**src/design/bloom_filter_insert_query_assert.svh**
```systemverilog
// Assertion macros for the bloom filter block.
`ifndef BLOOM_FILTER_INSERT_QUERY_ASSERT_SVH
`define BLOOM_FILTER_INSERT_QUERY_ASSERT_SVH

// Same-cycle implication, checked out of reset.
`define BFIQ_ASSERT_IMPLY(lbl, ante, cons) \
  lbl: assert property (@(posedge clk) disable iff (!rst_n) (ante) |-> (cons)) \
    else $error("bfiq: implication violated");

// Next-cycle implication, checked out of reset.
`define BFIQ_ASSERT_NEXT(lbl, ante, cons) \
  lbl: assert property (@(posedge clk) disable iff (!rst_n) (ante) |=> (cons)) \
    else $error("bfiq: next-cycle check violated");

`endif

```
**src/design/bfiq_pkg.sv**
```systemverilog
// Shared constants, types and helpers of the bloom filter block.
package bfiq_pkg;

  localparam int MAX_BITS          = 65536;
  localparam int MAX_HASHES        = 4;
  localparam int MAX_ELEMENT_BYTES = 1024;
  localparam int ADDR_W            = $clog2(MAX_BITS);
  localparam int LEN_W             = $clog2(MAX_ELEMENT_BYTES) + 1;
  localparam int HIDX_W            = 2;
  localparam int MOD_W             = 17;

  localparam logic [31:0] MIX_C1  = 32'hcc9e2d51;
  localparam logic [31:0] MIX_C2  = 32'h1b873593;
  localparam logic [31:0] MIX_ADD = 32'he6546b64;
  localparam logic [31:0] FIN_C1  = 32'h85ebca6b;
  localparam logic [31:0] FIN_C2  = 32'hc2b2ae35;

  localparam logic [1:0] CMD_ADD   = 2'd0;
  localparam logic [1:0] CMD_CHECK = 2'd1;
  localparam logic [1:0] CMD_CLEAR = 2'd2;

  localparam logic [2:0] CFG_HASH_COUNT = 3'd0;
  localparam logic [2:0] CFG_BITMAP     = 3'd1;
  localparam logic [2:0] CFG_SEED0      = 3'd2;
  localparam logic [2:0] CFG_SEED1      = 3'd3;
  localparam logic [2:0] CFG_SEED2      = 3'd4;
  localparam logic [2:0] CFG_SEED3      = 3'd5;

  typedef enum logic [3:0] {
    S_CLEAR, S_IDLE, S_MIX1, S_MIX2, S_UPD, S_FIN0, S_FIN1, S_FIN2,
    S_DIV, S_RD, S_WR, S_DONE
  } state_t;

  typedef struct packed {
    logic start;
    logic done;
  } mod_ctl_t;

  function automatic logic [31:0] rotl(input logic [31:0] x, input int r);
    rotl = (x << r) | (x >> (32 - r));
  endfunction

endpackage

```
**src/design/bfiq_mod.sv**
```systemverilog
// Restoring bit-serial remainder unit, one dividend bit per cycle.
module bfiq_mod (
  input  logic                        clk,
  input  logic                        rst_n,
  input  logic                        start,
  input  logic [31:0]                 dividend,
  input  logic [bfiq_pkg::MOD_W-1:0]  divisor,
  output logic                        done_r,
  output logic [bfiq_pkg::MOD_W-1:0]  rem_r
);
  import bfiq_pkg::*;

  logic [31:0]      dvd_r;
  logic [MOD_W-1:0] dvs_r;
  logic [5:0]       cnt_r;
  logic             busy_r;
  logic [MOD_W:0]   trial;
  logic [MOD_W:0]   diff;

  assign trial = {rem_r, dvd_r[31]};
  assign diff  = trial - {1'b0, dvs_r};

  always_ff @(posedge clk) begin
    if (!rst_n) begin
      busy_r <= 1'b0;
      done_r <= 1'b0;
      cnt_r  <= '0;
    end else begin
      done_r <= 1'b0;
      if (start) begin
        busy_r <= 1'b1;
        cnt_r  <= '0;
        dvd_r  <= dividend;
        dvs_r  <= divisor;
        rem_r  <= '0;
      end else if (busy_r) begin
        dvd_r <= {dvd_r[30:0], 1'b0};
        rem_r <= diff[MOD_W] ? trial[MOD_W-1:0] : diff[MOD_W-1:0];
        cnt_r <= cnt_r + 6'd1;
        if (cnt_r == 6'd31) begin
          busy_r <= 1'b0;
          done_r <= 1'b1;
        end
      end
    end
  end
endmodule

```
**config.mk**
```make
export PLATFORM = sky130hd
export DESIGN_NAME = bfiq_mod
export DESIGN_NICKNAME = d
export VERILOG_FILES = /design/src/design/bloom_filter_insert_query_assert.svh /design/src/design/bfiq_pkg.sv /design/src/design/bfiq_mod.sv
export SDC_FILE = /design/constraint.sdc
export NUM_CORES = 1
export LEC_CHECK = 0
export BUFFER_PORTS_ARGS = -buffer_cell sky130_fd_sc_hd__buf_2
export CORE_AREA = 8 8 99 101
export DETAILED_ROUTE_END_ITERATION = 7
export DIE_AREA = 0 0 107 109
export HOLD_SLACK_MARGIN = 0.06
export PLACE_DENSITY = 0.74
export SLEW_MARGIN = 20
export SYNTH_ARGS = -nofsm -noshare
export SYNTH_HDL_FRONTEND = slang
export SYNTH_SLANG_ARGS = --single-unit
```
**constraint.sdc**
```tcl
create_clock -name clk -period 2.59 [get_ports clk]
set_clock_uncertainty 0.05 [all_clocks]
set_input_delay 0.518 -clock clk [delete_from_list [all_inputs] [get_ports clk]]
set_output_delay 0.518 -clock clk [all_outputs]
set_load 0.01 [all_outputs]
```
==> impl_metrics.env <==
export IMPL_clock_path_buffers=2
export IMPL_fmax_mhz=388
export IMPL_startpoint_type="flop"
export IMPL_ctsHtreeMaxLevel=3
export IMPL_hp_start="divisor[2]"
export IMPL_holdPathEnd="dvs_r[2]"
export IMPL_drt_iter0_markers=170
export IMPL_layout_drive_gt1_share_pct=42.2
export IMPL_drv_slew=0
export IMPL_worstSetupPathType="flop to flop"
export IMPL_antenna_found_initial=0
export IMPL_leakage_nw=2.16
export IMPL_clockRootBuffer="clkbuf_8"
export IMPL_clock_latency_ns=0.35
export IMPL_cp_arrival_ns=2.63
export IMPL_hold_slack_ns=0.285
export IMPL_ys_flop_type="edfxtp_1"
export IMPL_design_core_area_um2=8380
export IMPL_dieArea_um2=11700
export IMPL_p_total_mw=3.37
export IMPL_drt_first_pass_iters=4
export IMPL_slew_headroom_pct=55.9
export IMPL_syn_instance_count=339
export IMPL_syn_area_per_cell_um2=12.1
export IMPL_critPathMaxFanout=4
export IMPL_hold_violations=0
export IMPL_reg2reg_from="rem_r[0]"
export IMPL_path_buf_inv=1
export IMPL_synth_area_um2=4120
export IMPL_period_share_pct=99.6
export IMPL_io_buffers=69
export IMPL_worstReg2RegEnd="rem_r[8]"
export IMPL_layout_commonest_cell="buf_2"
export IMPL_yosysUniqueCellTypes=60
export IMPL_crit_slowest_cell="edfxtp_1"
export IMPL_io_pins=70
export IMPL_required_ns=2.65
export IMPL_die_width_um=107
export IMPL_drtAntennaViolNets=0
export IMPL_diodes=0
export IMPL_final_cells=568
export IMPL_cts_buffers=9
export IMPL_grt_pass1_vias=3244
export IMPL_hold_buffers=0
export IMPL_clk_pin_slew_ns=0.09
export IMPL_setup_violations=0
export IMPL_synth_nets=410
export IMPL_viasPerCell=5.58
export IMPL_grt_pass1_wl_um=15300
export IMPL_final_nets=526
export IMPL_reg2reg_depth=8
export IMPL_dieHeight_um=109
export IMPL_place_area_um2=4880
export IMPL_seq_area_frac_synth_pct=52.0
export IMPL_status="finished, final reports clean"
export IMPL_wire_per_inst_um=17.0
export IMPL_cts_sinks=74
export IMPL_holdCritPathClass="input pin to flop"
export IMPL_cts_tree="done"
export IMPL_num_vias=3170
export IMPL_grtUsageTotal_pct=16.6
export IMPL_finalWeightedCongestion=0.902
export IMPL_worst_pin_slew_ns=0.655
export IMPL_rsz0062_at_grt="yes"
export IMPL_async_reset_ff_share_pct=0
export IMPL_start_util_pct=49.1
export IMPL_peakVddDrop_uv=327
export IMPL_remaining_drc_errors=0
export IMPL_grt_max_degree=45
export IMPL_cpLargestDelayFamily="compound AO/OA/AOI/OAI gates"
export IMPL_dp_cells=546
export IMPL_utilization_pct=62.1
export IMPL_holdPathStages=1
export IMPL_ys_ff_latch=74
export IMPL_worstSetupEndpointType="flop"
export IMPL_rows=34
export IMPL_layout_common_cells="69 x buf_2, 66 x edfxtp_1, 47 x buf_4"
export IMPL_power_per_cell_area_nw_per_um2=648
export IMPL_max_cap_violations=0
export IMPL_post_route_min_period_ns=2.58
export IMPL_synth_edf_count=66
export IMPL_syn_to_final_growth_pct=26.5
export IMPL_synth_yosys_warnings=0
export IMPL_final_area_um2=5210
export IMPL_dpl_hpwl_um=7260
export IMPL_r2r_slack_ns=0.01
export IMPL_grt_ovfl_total=0
export IMPL_cp_slowest_stage_delay_ns=0.42
export IMPL_totalWireLength_um=9680
export IMPL_path_cells="ha_1 > nor2b_4 > o2111a_2 > o211ai_1 > a31oi_2 > buf_4 > o311a_1 > a31o_1"
logic make-up (layout without fill, tap and decap cells):
logic type	count (synthesis)	after routing	share of synthesized area [%]
adders and majority gates	19	19	5.96
buffers and inverters	37	158	3.89
xor gates and xnor gates	11	11	2.34
AOI/OAI and AO/OA	80	80	14.9
muxes	38	38	10.2
DFF	74	74	52.0
and+or+nand+nor	80	80	10.6
power by group:
part           leakage (nW)  internal, mW  switching, mW
combinational          1.37         0.496          0.520
sequential            0.696          1.42         0.0453
clock                0.0966         0.447          0.447
total                  2.16          2.36           1.01
what timing repair did:
action,in CTS,in global routing
gates resized for setup,1,21
setup buffers,1,5
endpoints found under the setup margin,3,16
hold endpoints to repair,0,0
pin swaps,0,13
worst register-to-register path: stages (launching register included):
cell      delay [ns]
edfxtp_1        0.42
ha_1            0.30
nor2b_4         0.14
o2111a_2        0.28
o211ai_1        0.28
a31oi_2         0.17
buf_4           0.19
o311a_1         0.33
a31o_1          0.19
worst max path at each step:
stage,endpoint,start,cells after the start,slack [ns]
detailed placement,rem_r[8],rem_r[3],8,-0.005
finish,rem_r[8],rem_r[0],8,0.01
global placement,rem_r[4],rem_r[10],8,0.05
global route,rem_r[8],dvs_r[1],9,-0.07
CTS,rem_r[8],rem_r[0],8,-0.01
floorplan,rem_r[10],rem_r[3],9,0.0001
flip-flops by register name (all words and copies together), names as in the netlist:
name    cells
dvs_r      17
cnt_r       6
rem_r      17
dvd_r      32
done_r      1
busy_r      1
final cells by class:
type                    count  area [um2]
well taps                 108         135
repair buffers            120         752
flip-flops and latches     74        2140
clock inverters             6        65.1
clock buffers              10         128
multi-input cells         228        1900
fillers                   704        3170
inverters                  22        82.6
metal layers:
| metal | wire length [um] | global-route usage [%] | vias up |
|---|---|---|---|
| li1 | - | - | 1545 |
| met1 | 4210 | 18.8 | 1530 |
| met2 | 4750 | 28.9 | 80 |
| met3 | 569 | 4.91 | 15 |
| met4 | 146 | 6.83 | 0 |
| met5 | 0 | 0 | - |
synth_stat cells (all sizes together), types with 2 or more instances:
master	n	area, um2
and4	2	17.5
o2111ai	3	26.3
a211oi	2	15.0
mux2i	5	50.1
o41ai	3	41.3
nand3	4	32.5
ha	18	225
a31o	4	35.0
a221oi	3	43.8
xnor2	7	61.3
o311a	2	20.0
buf	8	51.3
inv	22	82.6
dfxtp	8	160
xor2	4	35.0
a31oi	4	25.0
or3	2	12.5
o311ai	5	43.8
clkbuf	7	26.3
a21o	6	45.0
nand2	16	60.1
nor2b	4	25.0
mux2	33	372
edfxtp	66	1980
a21boi	3	22.5
a21oi	16	83.8
o21a	6	45.0
and2	7	43.8
nor2	17	63.8
o21ai	9	45.0
and3	3	18.8
o31ai	6	45.0
nand4	13	87.6
nor3	8	45.0
o211ai	3	27.5
stage by stage:
stage               setup WS [ns]   TNS, ns
finish                     0.0109         0
CTS                       -0.0101   -0.0101
floorplan                0.000145         0
detailed placement       -0.00527  -0.00527
global placement           0.0505         0
global route              -0.0727    -0.313
Note: power is estimated with default switching activity, not from simulation.
