### src/design/bloom_filter_insert_query_assert.svh
// Assertion macros for the bloom filter block.
`ifndef BLOOM_FILTER_INSERT_QUERY_ASSERT_SVH
`define BLOOM_FILTER_INSERT_QUERY_ASSERT_SVH

// Same-cycle implication, checked out of reset.
`define BFIQ_ASSERT_IMPLY(lbl, ante, cons) \
  lbl: assert property (@(posedge clk) disable iff (!rst_n) (ante) |-> (cons)) \
    else $error("bfiq: implication violated");

// Next-cycle implication, checked out of reset.
`define BFIQ_ASSERT_NEXT(lbl, ante, cons) \
  lbl: assert property (@(posedge clk) disable iff (!rst_n) (ante) |=> (cons)) \
    else $error("bfiq: next-cycle check violated");

`endif

### src/design/bfiq_mul.sv
// Shared 32x32 multiplier, low word of product registered.
module bfiq_mul (
  input  logic        clk,
  input  logic [31:0] a,
  input  logic [31:0] b,
  output logic [31:0] p_r
);
  logic [31:0] prod;

  assign prod = a * b;

  always_ff @(posedge clk) begin
    p_r <= prod;
  end
endmodule

### config.mk
export PLATFORM = sky130hd
export DESIGN_NAME = bfiq_mul
export DESIGN_NICKNAME = d
export VERILOG_FILES = /design/src/design/bloom_filter_insert_query_assert.svh /design/src/design/bfiq_mul.sv
export SDC_FILE = /design/constraint.sdc
export NUM_CORES = 1
export LEC_CHECK = 0
export ABC_AREA = 1
export BUFFER_PORTS_ARGS = -buffer_cell sky130_fd_sc_hd__buf_4
export CORE_MARGIN = 4
export CORE_UTILIZATION = 30
export CTS_CLUSTER_DIAMETER = 150
export DETAILED_ROUTE_END_ITERATION = 16
export PLACE_DENSITY = 0.47
export SETUP_SLACK_MARGIN = 0.15
export SYNTH_ARGS = -nofsm -noshare
export SYNTH_HDL_FRONTEND = slang
export SYNTH_SLANG_ARGS = --single-unit
### constraint.sdc
create_clock -name clk -period 8.4 [get_ports clk]
set_input_delay 2.1 -clock clk [delete_from_list [all_inputs] [get_ports clk]]
set_output_delay 2.1 -clock clk [all_outputs]
set_load 0.01 [all_outputs]
==> flow_summary.json, run 1 <==
{
  "synth-edff-count": 0,
  "largest_registers": "p_r (32)",
  "synthFlopType": "dfxtp_1",
  "drt_pass1_iterations": 5,
  "finalSetupViolations": 0,
  "routed_via_density": 4.29,
  "max-cap-violations": 0,
  "async_flop_share_pct": 0,
  "synth_common_cells": "inv_1 (800), nand2_1 (709), fa_1 (408)",
  "antenna_found_initial": 2,
  "synth_top_area_share_pct": 46.4,
  "fin_crit_sh_pct": 95.4,
  "worstPathRequired_ps": 8620,
  "clock_path_buffers": 2,
  "gp_congestion": 0.851,
  "grt_pass1_wl_um": 81600,
  "fmax_mhz": 125,
  "hold_violations": 0,
  "vias": 13700,
  "worstMarginPinSlew_ps": 459,
  "core_region_area_um2": 57900,
  "yosysTopAreaCell": "fa_1",
  "startpoint_type": "primary input",
  "clock-sinks": 32,
  "crit_end": "p_r[30]$_DFF_P_",
  "detail-route-antenna-nets": 0,
  "die-height_um": 250,
  "final_util_pct": 33.9,
  "use_met3_pct": 2.11,
  "start_util_pct": 30.4,
  "drc": 0,
  "dp_hpwl_um": 44200,
  "synth_top_family_by_area": "adder cells",
  "drive_gt1_share_pct": 8.26,
  "crit_fanout": 15,
  "syn_nets": 2962,
  "maxSlewViolCount": 0,
  "ios": 97,
  "fin_nets": 3027,
  "cts_setup_buffers": 0,
  "ctsHtreeMaxLevel": 2,
  "synth.yosys.warnings": 0,
  "gr-total-overflow": 0,
  "routedWlPerCell_um": 15.8,
  "drt_iter0_drc": 780,
  "worstSetupPathType": "in2reg",
  "synth_mux_area_share_pct": 0,
  "endpoint_kind": "register",
  "die_w_um": 250,
  "cts_tree": "yes",
  "synth_cells": 2366,
  "cts.reportedPaths.clkPinSlew_ps": 60,
  "grt_max_degree": 34,
  "met2_usage_pct": 27.6,
  "port_buffers": 96,
  "synth_area_per_cell_um2": 7.44,
  "synth_compound_area_share_pct": 2.10,
  "regMostFlops": "p_r",
  "root_buffer": "clkbuf_16",
  "grt_pass1_vias": 14700,
  "synth_cell_types": 36,
  "num_rows": 88,
  "worstSetupStartpoint": "b[2]",
  "slew_headroom_pct": 69.4,
  "ys_seq_area_share_pct": 3.64,
  "synth_xor_area_share_pct": 1.93,
  "status": "finished clean",
  "ys_ff_latch": 32,
  "fillers": 6246,
  "largest_register_ffs": 32,
  "synth.top_cells.by_area": "fa_1 (46%), inv_1 (17%), nand2_1 (15%)",
  "synthAdderAreaFrac_pct": 55.2,
  "yosys.cell_count.top_type": "inv_1",
  "rsz0062_at_grt": "no",
  "period_minus_slack_ps": 8020,
  "grt_usage_pct": 16.4,
  "busiest_layer": "met2",
  "area_growth_pct": 11.7,
  "cts_buffers": 5,
  "routed_wirelength_um": 50600,
  "synthSimpleGateAreaFrac_pct": 17.5,
  "min_path_type": "in2reg",
  "arrival_ps": 8240,
  "dieArea_um2": 62600,
  "grt_use_met1_pct": 22.6,
  "syn_area_um2": 17600
}
==> logic make-up (layout without fill, tap and decap cells) <==
logic type | Yosys count | after routing
and+or+nand+nor | 799 | 799
other | 0 | 1
xor gates and xnor gates | 38 | 38
AOI/OAI and AO/OA | 60 | 60
adders and majority gates | 531 | 531
buffers and inverters | 906 | 972
DFF | 32 | 32
==> cell usage in the layout, fill, tap and decap left out, types with 2 or more instances in the layout <==
master     Yosys  routed
o21ai_0        8       8
fa_1         408     401
a21boi_0       2       2
inv_1        800     800
a21o_1         3       3
o21bai_1       5       5
nand4_1        4       4
xnor2_1       11      11
a21oi_1       29      28
nor2_2         0       3
buf_4         10     150
buf_6          0       9
xor2_1        26      26
clkinv_2       0       2
nor3_1         5       4
dfxtp_1       32      32
a31oi_1        3       3
nand3b_1       2       2
nand3_1       33      33
o211ai_1       3       3
ha_1         123     116
nand2_1      709     708
o21a_1         2       2
ha_4           0       5
buf_12         0       3
ha_2           0       2
inv_2          2       2
clkbuf_16      0       5
nand2_2        4       4
fa_2           0       7
nor2_1        39      36
==> timing repair <==
item / in CTS / in global routing
endpoints found under the setup margin: 0 / 5
hold buffers: 0 / 0
resized for setup: 0 / 31
==> worst min path at each step <==
stage                    startpoint              to  cells past startpoint
floorplan                      b[0]  p_r[0]$_DFF_P_                      3
global placement     p_r[8]$_DFF_P_          p_r[8]                      1
detailed placement  p_r[10]$_DFF_P_         p_r[10]                      1
CTS                            b[0]  p_r[0]$_DFF_P_                      3
global route                   b[0]  p_r[0]$_DFF_P_                      3
finish                         b[0]  p_r[0]$_DFF_P_                      3
==> per-layer routing <==
| metal | vias to the layer above | share of wire, % | routed length, um |
|---|---|---|---|
| met1 | 6826 | 45 | 23000 |
| met3 | 58 | 4.4 | 2230 |
| li1 | 6581 | - | - |
| met5 | - | 0.024 | 12 |
| met2 | 241 | 47 | 24000 |
| met4 | 2 | 2.8 | 1390 |
==> per-stage QoR <==
step                      setup WS, ps  setup TNS (ps)  instances  hold slack [ps]  cell area [um2]
after floorplan                    226               0       2366             2340            17600
after global placement           -63.2            -105       3189             2490            19400
after detailed placement          -110            -211       3189             2490            19400
after CTS                          221               0       3197             2230            19500
after global routing               171               0       3198             2260            19700
final                              383               0       3198             2240            19700
==> layout make-up <==
| cell class | count | area (um2) | share of cell area [%] |
|---|---|---|---|
| well taps | 765 | 957 | 4.87 |
| inverters | 802 | 3010 | 15.3 |
| multi-input cells | 1428 | 13600 | 69.3 |
| flip-flops and latches | 32 | 641 | 3.26 |
| clock inverters | 3 | 18.8 | 0.0955 |
| diodes | 1 | 2.50 | 0.0127 |
| repair buffers | 162 | 1290 | 6.55 |
| clock buffers | 5 | 125 | 0.637 |
==> critical path, cell delays in order <==
cell	delay (ps)
buf_4	180
nand2_1	70
inv_1	50
fa_1	530
inv_1	50
fa_1	450
fa_1	540
fa_1	600
inv_1	70
fa_1	500
inv_1	50
fa_1	530
inv_1	50
fa_1	490
fa_1	450
ha_4	310
nand2_1	120
nor2_2	130
inv_1	60
nor2_2	140
nand2_1	70
o211ai_1	210
buf_4	190
nand2_1	60
nand2_1	70
xor2_1	160
Power of run 1 is left out: the tool's default activity adds up to more than one toggle a clock period on the data nets, which glitch-free logic cannot reach.
==> inputs of run 2 (changes only) <==
Settings changed: ABC_AREA 1 to default.
==> flow_summary.json, run 2 <==
{
  "synth_common_cells": "fa_1 (408), and2_1 (368), inv_1 (363)",
  "met1_length_um": 22100,
  "layout_commonest_cell": "fa_1",
  "maxSlewViolCount": 0,
  "critical_path.most_common_cell": "fa_1",
  "critPathBufInv": 3,
  "async_flop_share_pct": 0,
  "yosysTopAreaCell": "fa_1",
  "layout.cells.non_filler": 2618,
  "clock_path_buffers": 2,
  "routed_via_density": 4.51,
  "slowest_stage": "fa_2",
  "ctsHtreeMaxLevel": 2,
  "drt_pass1_iterations": 6,
  "clock-sinks": 32,
  "root_buffer": "clkbuf_16",
  "num_rows": 85,
  "grt_max_degree": 33,
  "dieArea_um2": 58600,
  "finalSetupViolations": 0,
  "vias": 11800,
  "fin_crit_sh_pct": 97.9,
  "regMostFlops": "p_r",
  "crit_chain": "buf_8, and2_1, fa_1, inv_1, fa_1, fa_1, fa_1, inv_1, fa_1, fa_2, fa_1, fa_1, ha_4, and4_4, and2_4, o31ai_2, o211a_2, a21oi_2, a41o_1, or4_1, nand3_1",
  "die-height_um": 242,
  "worstPathRequired_ps": 8690,
  "largest_registers": "p_r (32)",
  "period_minus_slack_ps": 8230,
  "dp_cells": 2598,
  "dr_wl_met3_um": 1420,
  "die_w_um": 242,
  "wl_met2_um": 24800,
  "synth.top_cells.by_area": "fa_1 (50%), and2_1 (14%), ha_1 (9.4%)",
  "ios": 97,
  "gr-total-overflow": 0,
  "syn_nets": 2337,
  "fin_nets": 2516,
  "start_util_pct": 30.4,
  "startpoint_type": "primary input",
  "area_growth_pct": 18.8,
  "top_layer": "met4",
  "arrival_ps": 8510,
  "ys_seq_area_share_pct": 3.90,
  "cts.reportedPaths.clkPinSlew_ps": 80,
  "syn_area_um2": 16400,
  "yosys.cell_count.top_type": "fa_1",
  "worstMarginPinSlew_ps": 478,
  "cts_buffers": 5,
  "drc": 0,
  "dp_hpwl_um": 42400,
  "drt_iter0_drc": 452,
  "synth_top_area_share_pct": 49.7,
  "synth_cell_types": 45,
  "fmax_mhz": 122,
  "synthFlopType": "dfxtp_1",
  "grt_pass1_wl_um": 79000,
  "layout_common_cells": "fa_1 (394), and2_1 (357), inv_1 (355)",
  "status": "finished clean",
  "routed_wirelength_um": 49000,
  "largest_register_ffs": 32,
  "path_delay_family": "adder cells",
  "crit_fanout": 18,
  "cts_tree": "yes",
  "slew_headroom_pct": 68.1,
  "drive_gt1_share_pct": 16.7,
  "detail-route-antenna-nets": 0,
  "max-cap-violations": 0,
  "antenna_found_initial": 0,
  "grt_usage_pct": 17.4,
  "routedWlPerCell_um": 18.7,
  "port_buffers": 96,
  "rsz0062_at_grt": "yes",
  "slowest_delay_ps": 590,
  "synth_cells": 1741,
  "synth.yosys.warnings": 0,
  "core_region_area_um2": 54000,
  "min_path_type": "in2reg",
  "worstSetupPathType": "in2reg",
  "grt_pass1_vias": 13500,
  "synth-edff-count": 0,
  "gp_congestion": 0.834,
  "ctsHoldBuffers": 0,
  "hold_violations": 0,
  "synth_area_per_cell_um2": 9.43,
  "endpoint_kind": "register",
  "ys_ff_latch": 32
}
[run 2: cell types whose count changed after synthesis, moves of 5 or more]
| cell | delta |
|---|---|
| a21oi_1 | -7 |
| buf_1 | -12 |
| buf_2 | -14 |
| and2_1 | +368 |
| xor2_1 | -7 |
| buf_4 | -10 |
| nand2_1 | -540 |
| nor2_1 | -28 |
| a21o_2 | +5 |
| inv_1 | -437 |
| nand3_1 | -26 |
| xnor2_1 | +54 |
| clkbuf_1 | +13 |
[run 2: kinds of logic (layout without fill, tap and decap cells)]
kind of cell / after synthesis / count (layout) / synth area share [%]
AO/OA/AOI/OAI: 76 / 76 / 3.26
XOR/XNOR: 84 / 84 / 4.48
adder cells (fa/ha/maj): 531 / 531 / 59.1
buffers and inverters: 443 / 623 / 10.1
flip-flops: 32 / 32 / 3.90
other: 0 / 1 / 0
AND/OR/NAND/NOR: 575 / 575 / 19.1
[run 2: metrics by stage]
| stage | TNS (ps) | util [%] | setup WS, ps | instance area (um2) | hold slack [ps] |
|---|---|---|---|---|---|
| after global placement | -1290 | 35.1 | -398 | 18900 | 2490 |
| after CTS | 0 | 35.6 | 131 | 19200 | 2240 |
| after global routing | -1.55 | 36.1 | -1.55 | 19500 | 2250 |
| after detailed placement | -1710 | 35.1 | -471 | 18900 | 2490 |
| final | 0 | 36.1 | 173 | 19500 | 2250 |
| after floorplan | 0 | - | 138 | 16500 | 2230 |
[run 2: cell type report]
type	instances	area [um2]
Fill cell	5605	34500
Multi-Input combinational cell	1266	14300
Timing Repair Buffer	252	2160
Inverter	363	1360
Tap cell	696	871
Sequential cell	32	641
Clock buffer	6	129
Clock inverter	2	35.0
Antenna cell	1	2.50
[run 2: metal layers]
| layer | global-route usage, % | up-vias |
|---|---|---|
| li1 | - | 5416 |
| met1 | 23.2 | 6185 |
| met2 | 30.7 | 176 |
| met3 | 1.93 | 20 |
| met4 | 3.38 | 0 |
| met5 | 0 | - |
[run 2: tightest hold or removal path, delay by kind of cell]
kind | cells | cell delay, ps
simple gates | 1 | 120
buf+inv | 2 | 320
[run 2: path summary, 6_finish.rpt]
path,slack [ps],to,cells after the start,from
max,170,p_r[29]$_DFF_P_,21,b[2]
min,2250,p_r[0]$_DFF_P_,3,a[0]
[run 2: repair_timing]
item,4_1_cts,5_1_grt
endpoints found under the setup margin,3,6
setup buffers,3,6
resized for setup,22,61
gates cloned,0,2
pin swaps,21,41
Power of run 2 is left out for the same reason.
==> inputs of run 3 (changes only) <==
Settings changed: CORE_UTILIZATION 30 to 55, PLACE_DENSITY 0.47 to 0.76.
==> flow_summary.json, run 3 (same netlist as run 2, synthesis figures left out) <==
{
  "status": "finished clean",
  "layout_common_cells": "fa_1 (400), and2_1 (361), inv_1 (360)",
  "endpoint_kind": "register",
  "layout_commonest_cell": "fa_1",
  "fin_crit_sh_pct": 97.5,
  "antenna_found_initial": 2,
  "routed_via_density": 5.35,
  "grt_max_degree": 33,
  "grt_pass1_vias": 13900,
  "fin_ws_ps": 209,
  "num_rows": 63,
  "dieArea_um2": 32700,
  "ios": 97,
  "worstSetupPathType": "in2reg",
  "drc": 0,
  "ctsHoldBuffers": 0,
  "grt_pass1_wl_um": 70900,
  "startpoint_type": "primary input",
  "die-height_um": 181,
  "fillers": 2454,
  "clock_path_buffers": 2,
  "cts.reportedPaths.clkPinSlew_ps": 70,
  "arrival_ps": 8390,
  "crit_fanout": 7,
  "rsz0062_at_grt": "yes",
  "drt_iter0_drc": 807,
  "fin_nets": 2486,
  "port_buffers": 96,
  "largest_registers": "p_r (32)",
  "die_w_um": 181,
  "routed_wirelength_um": 42900,
  "area_growth_pct": 14.1,
  "period_minus_slack_ps": 8190,
  "detail-route-antenna-nets": 0,
  "dp_cells": 2267,
  "dp_hpwl_um": 36400,
  "vias": 12200,
  "gr-total-overflow": 0,
  "finalSetupViolations": 0,
  "drt_pass1_iterations": 7,
  "place_ws_ps": -342,
  "grt_usage_pct": 27.4,
  "maxSlewViolCount": 0,
  "fmax_mhz": 122,
  "max-cap-violations": 0,
  "slew_headroom_pct": 65.4,
  "whs_ps": 2320,
  "min_path_type": "in2reg",
  "core_region_area_um2": 29600,
  "routedWlPerCell_um": 18.8,
  "ff_latch_area_um2": 641,
  "root_buffer": "clkbuf_16",
  "ctsHtreeMaxLevel": 2,
  "hold_violations": 0,
  "layout.cells.non_filler": 2283,
  "gp_congestion": 0.908,
  "start_util_pct": 55.6,
  "regMostFlops": "p_r",
  "largest_register_ffs": 32,
  "clock-sinks": 32,
  "worstPathRequired_ps": 8600,
  "multi_input_area_um2": 14200,
  "cts_tree": "yes",
  "cts_buffers": 5,
  "worstMarginPinSlew_ps": 515,
  "drive_gt1_share_pct": 14.3
}
run 3: cell types whose count changed in the layout (fill, tap and decap cells not counted), moves of 2 or more:
cell	previous run	this run
fa_1	394	400
buf_6	14	7
a21o_4	2	0
inv_2	8	3
buf_4	222	203
buf_12	10	8
a21o_2	3	5
and2_4	12	8
fa_2	14	8
and2_1	357	361
inv_1	355	360
run 3: metal layers:
metal  vias to the layer above  GRT usage, %  share of wire (%)
li1                       5355             -                  -
met1                      6259          35.5                 39
met2                       492          45.6                 49
met3                       112          4.05                7.5
met4                         0          13.3                4.8
met5                         -             0                  0
run 3: what timing repair did:
action / CTS / global route
gates cloned: 0 / 1
endpoints found under the setup margin: 5 / 6
setup buffers: 1 / 4
gates resized for setup: 22 / 23
pin swaps: 37 / 18
run 3: worst paths after layout:
path	from	endpoint	depth (start not counted)
worst max-delay path	a[13]	p_r[31]$_DFF_P_	23
worst min-delay path	b[0]	p_r[0]$_DFF_P_	2
run 3: through the flow:
step	setup TNS, ps	util (%)	area, um2
detailed placement	-1450	62.1	18400
global placement	-795	62.1	18400
CTS	0	62.9	18600
floorplan	0	-	16500
global route	-5.17	63.4	18700
finish	0	63.4	18700
run 3: final cells by class:
class                   count  area share (%)
inverters                 363            7.27
well taps                 390            2.60
repair buffers            222            9.81
multi-input cells        1266            76.1
diodes                      2          0.0267
clock inverters             1          0.0401
flip-flops and latches     32            3.42
clock buffers               7           0.761
run 3: critical path: stages:
cell and delay (ps):
buf_12 110, and2_4 150, fa_1 550, fa_1 450, fa_1 580, inv_2 40
fa_1 540, inv_2 40, fa_1 480, inv_1 50, fa_1 470, inv_1 50
fa_1 460, fa_1 600, ha_4 220, and4_4 170, and2_4 160, o31ai_2 50
o211a_1 310, a21oi_2 100, a41o_2 270, a221oi_4 320, xnor2_1 110
Power of run 3 is left out for the same reason.
